[src/hdl/icr_pkg.sv]
// ----------------------------------------------------------------------------
// icr_pkg: IDE controller register block, shared definitions
// Access kinds, register addresses, write masks and register file defaults.
// ----------------------------------------------------------------------------
package icr_pkg;

  localparam int unsigned RegAddrW = 8;
  localparam int unsigned RegDataW = 8;
  localparam int unsigned RegDepth = 1 << RegAddrW;

  typedef logic [RegAddrW-1:0] reg_addr_t;
  typedef logic [RegDataW-1:0] reg_data_t;

  typedef enum logic [2:0] {
    KIND_IDX_WR  = 3'd0,
    KIND_DATA_WR = 3'd1,
    KIND_IDX_RD  = 3'd2,
    KIND_DATA_RD = 3'd3,
    KIND_CFG_WR  = 3'd4,
    KIND_CFG_RD  = 3'd5,
    KIND_IRQ     = 3'd6
  } kind_e;

  // configuration port register indexes
  localparam logic [1:0] CFG_PCI_MODE   = 2'd0;
  localparam logic [1:0] CFG_CHANNELS   = 2'd1;
  localparam logic [1:0] CFG_CHIP_INDEX = 2'd2;

  // register addresses
  localparam reg_addr_t ADDR_CMD      = 8'h04;
  localparam reg_addr_t ADDR_STAT_HI  = 8'h07;
  localparam reg_addr_t ADDR_CTRL     = 8'h50;
  localparam reg_addr_t ADDR_CTRL1    = 8'h51;
  localparam reg_addr_t ADDR_TIM0     = 8'h52;
  localparam reg_addr_t ADDR_TIM1     = 8'h53;
  localparam reg_addr_t ADDR_TIM2     = 8'h54;
  localparam reg_addr_t ADDR_TIM3     = 8'h55;
  localparam reg_addr_t ADDR_TIM4     = 8'h56;
  localparam reg_addr_t ADDR_SEC_EN   = 8'h57;
  localparam reg_addr_t ADDR_TIM5     = 8'h58;
  localparam reg_addr_t ADDR_TIM6     = 8'h59;

  // write masks
  localparam reg_data_t MASK_CTRL1    = 8'h7f;
  localparam reg_data_t MASK_TIMING   = 8'hcf;
  localparam reg_data_t MASK_CMD_WR   = 8'h40;
  localparam reg_data_t MASK_CMD_KEEP = 8'hbf;
  localparam reg_data_t MASK_W1C      = 8'h80;
  localparam reg_data_t MASK_IRQ      = 8'h04;
  localparam reg_data_t READ_IDLE     = 8'hff;

  typedef struct packed {
    logic      en;
    reg_addr_t addr;
    reg_data_t data;
  } wr_req_t;

  // value of a register after reset or a strap change
  function automatic reg_data_t reg_default(reg_addr_t a, logic pci, logic [1:0] chip);
    reg_data_t v;
    v = '0;
    case (a)
      8'h04: v = 8'h01;
      8'h50: v = {3'b000, chip, 3'b000};
      8'h51: v = 8'h40;
      8'h57: v = 8'h01;
      8'h59: v = 8'h40;
      8'h00: v = pci ? 8'had : 8'h00;
      8'h01: v = pci ? 8'h10 : 8'h00;
      8'h02: v = pci ? 8'h01 : 8'h00;
      8'h07: v = pci ? 8'h02 : 8'h00;
      8'h08: v = pci ? 8'h02 : 8'h00;
      8'h0a: v = pci ? 8'h01 : 8'h00;
      8'h0b: v = pci ? 8'h01 : 8'h00;
      8'h3c: v = pci ? 8'h0e : 8'h00;
      8'h3d: v = pci ? 8'h01 : 8'h00;
      default: v = '0;
    endcase
    return v;
  endfunction

endpackage

[src/hdl/icr_ram.sv]
// ----------------------------------------------------------------------------
// icr_ram: generic single-write, single-read RAM
// Registered read with read enable; read during write returns old data.
// ----------------------------------------------------------------------------
module icr_ram #(
  parameter int unsigned Width = 8,
  parameter int unsigned Depth = 256,
  localparam int unsigned AddrW = $clog2(Depth)
) (
  input  logic             clk_i,
  input  logic             re_i,
  input  logic [AddrW-1:0] raddr_i,
  output logic [Width-1:0] rdata_o,
  input  logic             we_i,
  input  logic [AddrW-1:0] waddr_i,
  input  logic [Width-1:0] wdata_i
);

  logic [Width-1:0] mem_q [Depth];
  logic [Width-1:0] rdata_q;

  always_ff @(posedge clk_i) begin
    if (we_i) begin
      mem_q[waddr_i] <= wdata_i;
    end
    if (re_i) begin
      rdata_q <= mem_q[raddr_i];
    end
  end

  assign rdata_o = rdata_q;

endmodule

[src/hdl/icr_regfile.sv]
// ----------------------------------------------------------------------------
// icr_regfile: 256-byte register file
// RAM plus per-entry valid bits; an unwritten entry reads its default value.
// ----------------------------------------------------------------------------
module icr_regfile
  import icr_pkg::*;
(
  input  logic       clk_i,
  input  logic       rst_ni,
  input  logic       clear_i,
  input  logic       pci_mode_i,
  input  logic [1:0] chip_index_i,
  input  logic       re_i,
  input  reg_addr_t  raddr_i,
  input  wr_req_t    wr_i,
  output reg_data_t  rdata_o
);

  logic [RegDepth-1:0] vld_q;
  logic                rvld_q;
  reg_data_t           rdef_q;
  reg_data_t           ram_rdata;

  icr_ram #(
    .Width (RegDataW),
    .Depth (RegDepth)
  ) u_ram (
    .clk_i   (clk_i),
    .re_i    (re_i),
    .raddr_i (raddr_i),
    .rdata_o (ram_rdata),
    .we_i    (wr_i.en),
    .waddr_i (wr_i.addr),
    .wdata_i (wr_i.data)
  );

  always_ff @(posedge clk_i or negedge rst_ni) begin
    if (!rst_ni) begin
      vld_q <= '0;
    end else if (clear_i) begin
      vld_q <= '0;
    end else if (wr_i.en) begin
      vld_q[wr_i.addr] <= 1'b1;
    end
  end

  always_ff @(posedge clk_i or negedge rst_ni) begin
    if (!rst_ni) begin
      rvld_q <= 1'b0;
    end else if (re_i) begin
      rvld_q <= vld_q[raddr_i];
    end
  end

  always_ff @(posedge clk_i) begin
    if (re_i) begin
      rdef_q <= reg_default(raddr_i, pci_mode_i, chip_index_i);
    end
  end

  assign rdata_o = rvld_q ? ram_rdata : rdef_q;

endmodule

[src/hdl/ide_controller_config_registers_top.sv]
// ----------------------------------------------------------------------------
// ide_controller_config_registers_top: dual-channel IDE controller registers
// Index/data port, PCI config access and drive interrupt status handling.
// ----------------------------------------------------------------------------
// One request per clock while in_stall_o is low. A request reads its
// register from the RAM at acceptance, is held in the modify stage, and is
// modified and written back as that stage advances (the single RAM
// read-modify-write sets the rate); its result enters the output register
// at the same edge as the write-back. A back-to-back request that reads the
// entry being written gets the new byte through a forwarding register. The
// result register lets a new request in while an earlier result waits on
// out_stall_i. Reset and configuration writes reload the register file
// through valid bits, so there is no clearing pass; the index register
// survives configuration writes. Configuration is writable only while no
// request is in flight (cfg_ready_o high), and requests are held off while a
// configuration write is offered.
// ----------------------------------------------------------------------------
module ide_controller_config_registers_top
  import icr_pkg::*;
(
  input  logic       clk_i,
  input  logic       rst_ni,
  // configuration write port
  input  logic       cfg_valid_i,
  output logic       cfg_ready_o,
  input  logic [1:0] cfg_index_i,
  input  logic [1:0] cfg_data_i,
  // request channel
  input  logic       in_valid_i,
  output logic       in_stall_o,
  input  logic [2:0] kind_i,
  input  logic [7:0] reg_addr_i,
  input  logic [2:0] function_number_i,
  input  logic [7:0] write_data_i,
  input  logic [7:0] irq_status_i,
  input  logic       irq_channel_i,
  // result channel
  output logic       out_valid_o,
  input  logic       out_stall_i,
  output logic [7:0] read_data_o,
  output logic       primary_enable_o,
  output logic       secondary_enable_o,
  output logic       irq14_level_o,
  output logic       irq15_level_o
);

  // straps
  logic       pci_q;
  logic [1:0] chp_q;
  logic [1:0] chip_q;
  logic       cfg_we;

  // architectural flops outside the RAM
  reg_addr_t index_q;
  logic      sec_en_q, sec_en_d;   // mirror of bit 0 of register 0x57
  logic      p_line_q, p_line_d;
  logic      s_line_q, s_line_d;

  // acceptance side
  kind_e     in_kind;
  logic      accept;
  reg_addr_t rd_addr;
  logic      fwd_hit;

  // modify/write-back stage
  logic      s2_valid_q;
  kind_e     s2_kind_q;
  reg_addr_t s2_idx_q;
  reg_addr_t s2_addr_q;
  reg_data_t s2_data_q;
  logic      s2_ch_q;
  logic      s2_fn_ok_q;
  logic      s2_fwd_q;
  reg_data_t s2_fwd_data_q;
  logic      s2_adv;
  reg_data_t rf_rdata;
  reg_data_t cur;
  reg_data_t rd;
  wr_req_t   wr_req;

  // result register
  logic      out_valid_q;
  reg_data_t out_rd_q;
  logic      out_pen_q;
  logic      out_sen_q;
  logic      out_irq14_q;
  logic      out_irq15_q;

  // ---------------------------------------------------------------- straps
  // only with the pipeline empty
  assign cfg_ready_o = !s2_valid_q && !out_valid_q;
  assign cfg_we      = cfg_valid_i && cfg_ready_o;

  always_ff @(posedge clk_i or negedge rst_ni) begin
    if (!rst_ni) begin
      pci_q  <= 1'b0;
      chp_q  <= 2'b11;
      chip_q <= 2'b00;
    end else if (cfg_we) begin
      case (cfg_index_i)
        CFG_PCI_MODE:   pci_q  <= cfg_data_i[0];
        CFG_CHANNELS:   chp_q  <= cfg_data_i;
        CFG_CHIP_INDEX: chip_q <= cfg_data_i;
        default: ;
      endcase
    end
  end

  // any write within the list is a strap change followed by a device reset
  logic strap_reset;
  assign strap_reset = cfg_we && (cfg_index_i == CFG_PCI_MODE ||
                                  cfg_index_i == CFG_CHANNELS ||
                                  cfg_index_i == CFG_CHIP_INDEX);

  // ------------------------------------------------------------ handshake
  assign s2_adv     = s2_valid_q && (!out_valid_q || !out_stall_i);
  assign in_stall_o = (s2_valid_q && !s2_adv) || cfg_valid_i;
  assign accept     = in_valid_i && !in_stall_o;
  assign in_kind    = kind_e'(kind_i);

  // register touched by the request; data writes to 0x50 land in 0x57
  always_comb begin
    rd_addr = index_q;
    case (in_kind)
      KIND_CFG_WR, KIND_CFG_RD: rd_addr = reg_addr_i;
      KIND_IRQ:                 rd_addr = ADDR_CTRL;
      KIND_DATA_WR: begin
        rd_addr = (index_q == ADDR_CTRL) ? ADDR_SEC_EN : index_q;
      end
      default: rd_addr = index_q;
    endcase
  end

  // write-back this cycle to the entry now being read: RAM returns old data
  assign fwd_hit = wr_req.en && (wr_req.addr == rd_addr);

  always_ff @(posedge clk_i or negedge rst_ni) begin
    if (!rst_ni) begin
      index_q <= '0;
    end else if (accept && in_kind == KIND_IDX_WR) begin
      index_q <= write_data_i;
    end
  end

  always_ff @(posedge clk_i or negedge rst_ni) begin
    if (!rst_ni) begin
      s2_valid_q <= 1'b0;
    end else if (accept) begin
      s2_valid_q <= 1'b1;
    end else if (s2_adv) begin
      s2_valid_q <= 1'b0;
    end
  end

  always_ff @(posedge clk_i) begin
    if (accept) begin
      s2_kind_q     <= in_kind;
      s2_idx_q      <= index_q;
      s2_addr_q     <= rd_addr;
      s2_data_q     <= (in_kind == KIND_IRQ) ? irq_status_i : write_data_i;
      s2_ch_q       <= irq_channel_i;
      s2_fn_ok_q    <= pci_q && (function_number_i == 3'd0);
      s2_fwd_q      <= fwd_hit;
      s2_fwd_data_q <= wr_req.data;
    end
  end

  // --------------------------------------------------------- register file
  icr_regfile u_regfile (
    .clk_i        (clk_i),
    .rst_ni       (rst_ni),
    .clear_i      (strap_reset),
    .pci_mode_i   (pci_q),
    .chip_index_i (chip_q),
    .re_i         (accept),
    .raddr_i      (rd_addr),
    .wr_i         (wr_req),
    .rdata_o      (rf_rdata)
  );

  assign cur = s2_fwd_q ? s2_fwd_data_q : rf_rdata;

  // ---------------------------------------------------------- modify stage
  always_comb begin
    wr_req.en   = 1'b0;
    wr_req.addr = s2_addr_q;
    wr_req.data = cur;
    rd          = READ_IDLE;
    sec_en_d    = sec_en_q;
    p_line_d    = p_line_q;
    s_line_d    = s_line_q;
    case (s2_kind_q)
      KIND_DATA_WR: begin
        case (s2_idx_q)
          ADDR_CTRL, ADDR_SEC_EN: begin
            wr_req.en   = 1'b1;
            wr_req.data = {7'b0, s2_data_q[0]};
            sec_en_d    = s2_data_q[0];
          end
          ADDR_CTRL1: begin
            wr_req.en   = 1'b1;
            wr_req.data = s2_data_q & MASK_CTRL1;
          end
          ADDR_TIM0, ADDR_TIM2, ADDR_TIM4, ADDR_TIM5, ADDR_TIM6: begin
            wr_req.en   = 1'b1;
            wr_req.data = s2_data_q;
          end
          ADDR_TIM1, ADDR_TIM3: begin
            wr_req.en   = 1'b1;
            wr_req.data = s2_data_q & MASK_TIMING;
          end
          default: ;
        endcase
      end
      KIND_IDX_RD: rd = s2_idx_q;
      KIND_DATA_RD: begin
        rd = cur;
        // reading the control register acknowledges its interrupt bit
        if (s2_idx_q == ADDR_CTRL) begin
          wr_req.en   = 1'b1;
          wr_req.data = cur & ~MASK_IRQ;
        end
      end
      KIND_CFG_WR: begin
        if (s2_fn_ok_q && s2_addr_q == ADDR_CMD) begin
          wr_req.en   = 1'b1;
          wr_req.data = (cur & MASK_CMD_KEEP) | (s2_data_q & MASK_CMD_WR);
        end else if (s2_fn_ok_q && s2_addr_q == ADDR_STAT_HI) begin
          wr_req.en   = 1'b1;
          wr_req.data = cur & ~(s2_data_q & MASK_W1C);
        end
      end
      KIND_CFG_RD: begin
        if (s2_fn_ok_q) begin
          rd = cur;
        end
      end
      KIND_IRQ: begin
        // a pending interrupt is only overwritten by a new one
        if (!cur[2] || s2_data_q[2]) begin
          wr_req.en   = 1'b1;
          wr_req.data = (cur & ~MASK_IRQ) | s2_data_q;
        end
        if (!s2_ch_q && chp_q[0]) begin
          p_line_d = s2_data_q[2];
        end
        if (s2_ch_q && chp_q[1]) begin
          s_line_d = s2_data_q[2];
        end
      end
      default: ;
    endcase
    wr_req.en = wr_req.en && s2_adv;
  end

  always_ff @(posedge clk_i or negedge rst_ni) begin
    if (!rst_ni) begin
      sec_en_q <= 1'b1;
      p_line_q <= 1'b0;
      s_line_q <= 1'b0;
    end else if (strap_reset) begin
      sec_en_q <= 1'b1;
      p_line_q <= 1'b0;
      s_line_q <= 1'b0;
    end else if (s2_adv) begin
      sec_en_q <= sec_en_d;
      p_line_q <= p_line_d;
      s_line_q <= s_line_d;
    end
  end

  // -------------------------------------------------------- result register
  always_ff @(posedge clk_i or negedge rst_ni) begin
    if (!rst_ni) begin
      out_valid_q <= 1'b0;
    end else if (s2_adv) begin
      out_valid_q <= 1'b1;
    end else if (!out_stall_i) begin
      out_valid_q <= 1'b0;
    end
  end

  // Bit 0 of 0x04 resets to one and no access can clear it, so the decode
  // gate (not PCI, or 0x04 bit 0) is always open.
  always_ff @(posedge clk_i) begin
    if (s2_adv) begin
      out_rd_q    <= rd;
      out_pen_q   <= chp_q[0];
      out_sen_q   <= chp_q[1] && sec_en_d;
      out_irq14_q <= p_line_d;
      out_irq15_q <= s_line_d;
    end
  end

  assign out_valid_o        = out_valid_q;
  assign read_data_o        = out_rd_q;
  assign primary_enable_o   = out_pen_q;
  assign secondary_enable_o = out_sen_q;
  assign irq14_level_o      = out_irq14_q;
  assign irq15_level_o      = out_irq15_q;

endmodule
[config.mk]
export PLATFORM = sky130hd
export DESIGN_NAME = ide_controller_config_registers_top
export DESIGN_NICKNAME = d
export VERILOG_FILES = /design/src/hdl/icr_pkg.sv /design/src/hdl/icr_ram.sv /design/src/hdl/icr_regfile.sv /design/src/hdl/ide_controller_config_registers_top.sv
export SDC_FILE = /design/constraint.sdc
export NUM_CORES = 2
export LEC_CHECK = 0
export BUFFER_PORTS_ARGS = -buffer_cell sky130_fd_sc_hd__buf_4
export CAP_MARGIN = 20
export CORE_ASPECT_RATIO = 0.6
export CORE_MARGIN = 5
export CORE_UTILIZATION = 59
export CTS_BUF_LIST = sky130_fd_sc_hd__clkbuf_4 sky130_fd_sc_hd__clkbuf_8
export CTS_CLUSTER_SIZE = 12
export DETAILED_ROUTE_END_ITERATION = 7
export GPL_ROUTABILITY_DRIVEN = 1
export PLACE_DENSITY_LB_ADDON = 0.12
export RECOVER_POWER = 100
export SLEW_MARGIN = 20
export SYNTH_ARGS = -nofsm -noshare
export SYNTH_HDL_FRONTEND = slang
export SYNTH_HIERARCHICAL = 1
export SYNTH_SLANG_ARGS = --single-unit
[constraint.sdc]
create_clock -name clk_i -period 13.38 [get_ports clk_i]
set_input_delay 2.007 -clock clk_i [delete_from_list [all_inputs] [get_ports clk_i]]
set_output_delay 2.007 -clock clk_i [all_outputs]
set_load 0.01 [all_outputs]
## Yosys cells after proc, flatten, opt, wreduce, memory -nomap -nowiden

Memory sizes are Yosys's and may differ from the RTL's. A register that Yosys moved wholly into a read port is not among the register bits.
Index checks and enable logic that the tools add are counted.

| operators by class | value |
|---|---|
| reductions and logical operators | 47 |
| bitwise logic cells | 5 |
| $lt $le $gt $ge | 3 |
| eq/ne operators | 40 |
| multiplexer cells | 49 |

Operators by type and width:

| cell | count |
|---|---|
| 256-bit 2-to-1 mux | 2 |
| 256-bit OR | 1 |
| 8-bit by 7-bit == test with 1-bit output, second input constant | 15 |
| 8-bit 2-to-1 mux | 9 |
| 8-bit one-hot mux with 4 select lines | 2 |
| 8-bit one-hot mux with 8 select lines | 1 |
| 8-bit one-hot mux with 3 select lines | 2 |
| 8-bit by 3-bit == test with 1-bit output, second input constant | 4 |
| 1-bit 2-to-1 mux | 26 |
| 8-bit by 4-bit == test with 1-bit output, second input constant | 3 |
| 3-bit == test, second input constant | 6 |
| 8-bit by 9-bit less-than comparator with 1-bit output, second input constant | 2 |
| 8-bit by 6-bit == test with 1-bit output, second input constant | 2 |
| 1-bit logical AND | 16 |
| 2-bit OR reduction | 6 |
| 10-bit OR reduction | 1 |
| 8-bit bitwise AND | 1 |
| 1-bit binary-select mux with 8-bit select | 1 |
| 1-bit demux with 8-bit select | 1 |
| 8-bit by 1-bit == test with 1-bit output, second input constant | 1 |
| 8-bit by 2-bit == test with 1-bit output, second input constant | 1 |
| 8-bit == test | 1 |
| 8-bit by 1-bit >= comparator with 1-bit output, second input constant | 1 |
| 8-bit logical NOT | 1 |
| 21 further kinds | 38 |

| storage, ports and cells | value |
|---|---|
| input bits | 40 |
| memories kept | 1 |
| register bits | 333 |
| memory bits (writable) | 2048 |

Memory list:

| name | depth | bits a word | read ports | clocked after memory_dff | write ports | line | source |
|---|---|---|---|---|---|---|---|
| u_regfile.u_ram.mem_q | 256 | 8 | 1 | 1 | 1 | icr_ram.sv:19 | `logic [Width-1:0] mem_q [Depth];` |

## Depth between registers and ports, before layout

| logic depth | value |
|---|---|
| depth in word-level cells | 9 |
| mapped depth | 14 |
| gate-level depth less buffers | 9 |

## Hierarchy

The synthesis kept the hierarchy.

Modules (own cells, without submodules):

| module | instances | area each (um2) | sequential area each (um2) | cells each |
|---|---|---|---|---|
| icr_ram | 1 | 79636.4 | 61739.2 | 3733 |
| icr_regfile | 1 | 12039.0 | 6641.4 | 1160 |
| ide_controller_config_registers_top | 1 | 3220.6 | 1955.6 | 251 |

## Least setup slack after synthesis

Ideal clock, no wire load.

| timing path | value |
|---|---|
| kind | register to register |
| from | register s2_idx_q[3] |
| to | register s2_fwd_data_q[2], data pin |
| buffers on the path | 1 |
| required time | 11.186 ns |
| path slack | 0.212 ns |
| setup time | 2.194 ns |
| cell stages (with the launch flop) | 7 |
| arrival time | 10.974 ns |
| cell sequence | edfxtp_1 clkbuf_1 o21a_1 nor2_1 o2111ai_1 inv_1 o21ai_0 |

RTL lines:

| what | line | source |
|---|---|---|
| start, declared | ide_controller_config_registers_top.sv:68 | `reg_addr_t s2_idx_q;` |
| start signal, assigned | ide_controller_config_registers_top.sv:158 | `s2_idx_q <= index_q;` |
| end signal, assigned | ide_controller_config_registers_top.sv:164 | `s2_fwd_data_q <= wr_req.data;` |
| end, declared | ide_controller_config_registers_top.sv:74 | `reg_data_t s2_fwd_data_q;` |

## Final worst setup path

| timing path | value |
|---|---|
| from | input kind_i[2] |
| to | register u_regfile.u_ram.rdata_q[4], in the netlist u_regfile/u_ram/rdata_o[4] (read register of u_regfile.u_ram.mem_q), data pin |

| between the ends | value |
|---|---|
| cells in the longest elaborated chain, start to end | 3 |
| elaborated cells between the ends (all ways) | 6 |
| classes of those cells | 4 x eq/ne; 1 x mux; 1 x reduce/logical |

Ends and longest elaborated chain:

| what | line | source |
|---|---|---|
| start, declared | ide_controller_config_registers_top.sv:31 | `input logic [2:0] kind_i,` |
| 3-bit == test | ide_controller_config_registers_top.sv:124 | `case (in_kind)` |
| 2-bit OR reduction | ide_controller_config_registers_top.sv:124 |  |
| 8-bit one-hot mux with 3 select lines * | ide_controller_config_registers_top.sv:124 |  |
| net rd_addr[1] | ide_controller_config_registers_top.sv:62 | `reg_addr_t rd_addr;` |
| end, declared | icr_ram.sv:20 | `logic [Width-1:0] rdata_q;` |

Mark *: on every way through the listed nets, which the timed path passes. The rest lies on a longest branch.
A chain may end at the register's enable or synchronous reset.

==> results by group <==
Critical path
  • Worst Setup End Kind: register
  • Critical Path Start Type: input port
  • Worst path max stage delay: 2.40 ns
  • Top delay family on crit path: buffers and inverters
  • Worst EP required: 13.98 ns
  • Slowest-stage cell, CP: clkbuf_1
  • Worst path arrival time: 9.86 ns
  • Worst path bufs/invs: 3
  • CP Cell Sequence: clkbuf_1 -> nor4b_1 -> nand4_1 -> nand2_1 -> clkbuf_1 -> buf_4 -> mux4_2 -> a22oi_1 -> a21oi_1 -> nor4_1 -> nor4_1
  • CP Class: input port to register
  • Crit path max fanout: 49

CTS
  • Post-cts sizing count: 0
  • Clock Pin Slew Worst Setup and Hold Paths: 0.07 ns
  • CTS max path bufs: 4
  • Sink Count: 2388
  • Root Buffer: clkbuf_8
  • Hold buffer count at CTS: 0
  • TritonCTS clock tree: built
  • Post-CTS setup buffer count: 0
  • Clk_lat worst skew: 0.93 ns
  • CTS buffer count: 337
  • H-tree levels: 5

Place
  • Routability cong.: 0.875
  • Post-DP HPWL: 150000 um
  • Port Buf Inserts: 54

Yosys
  • Seq cells post-synth: 2388
  • Post-synthesis cell count: 5144
  • Post-Syn Nets: 5184
  • Post-synth EDFFs: 2113
  • Seq/Total Area, Yosys: 0.741
  • Synth Cell Area: 94900 um^2
  • Post-synth ARST share: 0.115
  • Synthesis warning total: 6
  • Synthesized area per cell: 18.4 um^2
  • Synth unique cells: 89
  • Synth Flop Type: edfxtp_1

Global route
  • Vias in the first global route: 50092
  • Pin count of the biggest net entering global routing: 200
  • GRT busiest layer: met1
  • Global-route wire length before repair: 359000 um
  • Routing usage on met3: 0.100
  • Initial antenna violation count: 10
  • Met2 usage in global routing: 0.371
  • M1 GR Usage: 0.490
  • Grt ovf: 0
  • All-Layer GR Usage: 0.293

Hold path
  • Hold Path Class: register to register

Floorplanning
  • Initial Utilization: 0.591
  • I/O pin cnt: 55
  • Die Height: 321 um
  • Die area: 169000 um^2
  • Core Footprint: 160000 um^2
  • Row count: 114
  • Die width: 528 um

Final layout
  • Share of cells above drive strength 1: 0.214
  • Commonest non-fill, non-tap cell in the layout: edfxtp_1
  • Area grow syn2layout: 9.14%
  • Final nets: 5378
  • Most frequent cells in the layout: edfxtp_1 (2113), nor2_1 (580), mux4_2 (496), a21oi_1 (365), clkbuf_8 (353)

Routing
  • Antenna viol nets, final: 0
  • Vias: 52570
  • First-pass iteration count of the detailed router: 6
  • Wire length per cell: 32.1 um
  • Vias per cell: 6.80
  • DR iter-0 viols: 7393
  • Routed WL: 248000 um
  • Post-route DRC: 0

Timing
  • Max_slew headroom: -2.53
  • Final worst path period need: 9.26 ns
  • Clk_skew: 0.0500 ns
  • Finish-stage setup viols: 0
  • Setup TNS: 0 ns
  • Tcrit/Tclk final: 0.692
  • Fmax: 0.108 GHz
  • Fin. Hold Viols: 0
  • Final Max Tran Viols: 1581
  • Worst-Margin Slew: 5.29 ns
  • RSZ-0062 raised after global routing: false

Power and ir drop
  • VDD IR-drop max: 0.131 mV
  • Design Power: 16100 uW
  • Pwr dens: 156 nW/um^2
  • P_leak: 0.0336 uW

Status
  • Status: complete, but fails checks
  • Failing checks: max-capacitance violations, max-slew violations

Job
  • Max-cap violation count: 36
-- synthesized netlist by cell type, drive strengths merged (49+ instances only) --
library cell | count | area, um^2
edfxtp | 2113 | 63500
nor2 | 588 | 2210
mux4 | 500 | 11300
a21oi | 366 | 1830
dfrtp | 272 | 6810
mux2i | 194 | 1940
clkbuf | 183 | 687
a22oi | 159 | 1190
buf | 145 | 1210
nand2 | 74 | 278
nand3 | 50 | 250
o221ai | 49 | 435
-- tightest hold or removal path: stages, from the launching register on --
cell and delay (ns):
dfrtp_1 0.34, a21oi_1 0.04, nor2_1 0.07
-- report_power, final --
| part | leakage, uW | switching, uW | internal [uW] |
|---|---|---|---|
| Combinational | 0.00745 | 1480 | 751 |
| Clock | 0.00335 | 2690 | 2790 |
| Sequential | 0.0228 | 41.5 | 8360 |
| Total | 0.0336 | 4210 | 11900 |
-- cell type report --
type                       instances  area (um^2)
clock inverter                   123          611
inverter                          13         48.8
clock buffer                     464         5690
antenna                            2         5.00
sequential                      2388        70300
timing repair buffer             183         1290
fill                           11007        56900
multi-input combinational       2415        22900
tap                             2146         2690
-- flip-flops by register name, summed over array words and instances, names as in the netlist, 2 cells and up --
| signal | cells |
|---|---|
| index_q | 8 |
| read_data_o | 8 |
| s2_kind_q | 3 |
| u_regfile/u_ram/rdata_o | 8 |
| u_regfile/vld_q | 256 |
| chip_q | 2 |
| u_regfile/u_ram/mem_q | 2048 |
| s2_fwd_data_q | 8 |
| chp_q | 2 |
| s2_data_q | 8 |
| u_regfile/rdef_q | 7 |
| s2_addr_q | 8 |
| s2_idx_q | 8 |
-- path summary, 6_finish.rpt --
| kind | startpoint | end | slack [ns] | depth (start not counted) |
|---|---|---|---|---|
| setup / recovery | kind_i[2] | u_regfile/u_ram/rdata_o[4]$_DFFE_PP_ | 4.12 | 11 |
| hold / removal | u_regfile/vld_q[82]$_DFFE_PN0P_ | u_regfile/vld_q[82]$_DFFE_PN0P_ | 0.49 | 2 |
| setup reg to reg | u_regfile/rvld_q$_DFFE_PN0P_ | u_regfile/u_ram/mem_q[231][3]$_DFFE_PP_ | 4.33 | 8 |
| hold reg to reg | u_regfile/vld_q[82]$_DFFE_PN0P_ | u_regfile/vld_q[82]$_DFFE_PN0P_ | 0.49 | 2 |
| max in group asynchronous | rst_ni | u_regfile/vld_q[150]$_DFFE_PN0P_ | 5.34 | 4 |
| min in group asynchronous | rst_ni | p_line_q$_DFFE_PN0P_ | 3.00 | 1 |
-- per-layer routing --
layer,wire (um),share of wire
met4,4850,0.020
met5,133,0.00054
met2,100000,0.40
met3,36100,0.15
met1,107000,0.43
-- kinds of logic (layout without fill, tap and decap cells) --
logic type / Yosys count / count (layout) / share of synthesized area
mux: 725 / 725 / 0.143
compound gates: 748 / 748 / 0.0505
other cells: 0 / 2 / 0
flops: 2388 / 2388 / 0.741
xor+xnor: 7 / 7 / 0.000646
simple gates: 935 / 935 / 0.0441
buf+inv: 341 / 783 / 0.0206
-- stage by stage --
stage,instances,util,setup slack (ns),instance area (um^2),hold slack [ns]
after detailed placement,7142,0.608,5.85,97600,0.479
after global placement,7135,0.607,5.11,97400,0.471
final,7734,0.645,4.12,104000,0.488
after global routing,7733,0.645,3.72,104000,0.511
after CTS,7729,0.647,6.83,104000,0.494
after floorplan,5144,-,0.212,94900,0.454
No activity file was read; power rests on OpenSTA's default activity.
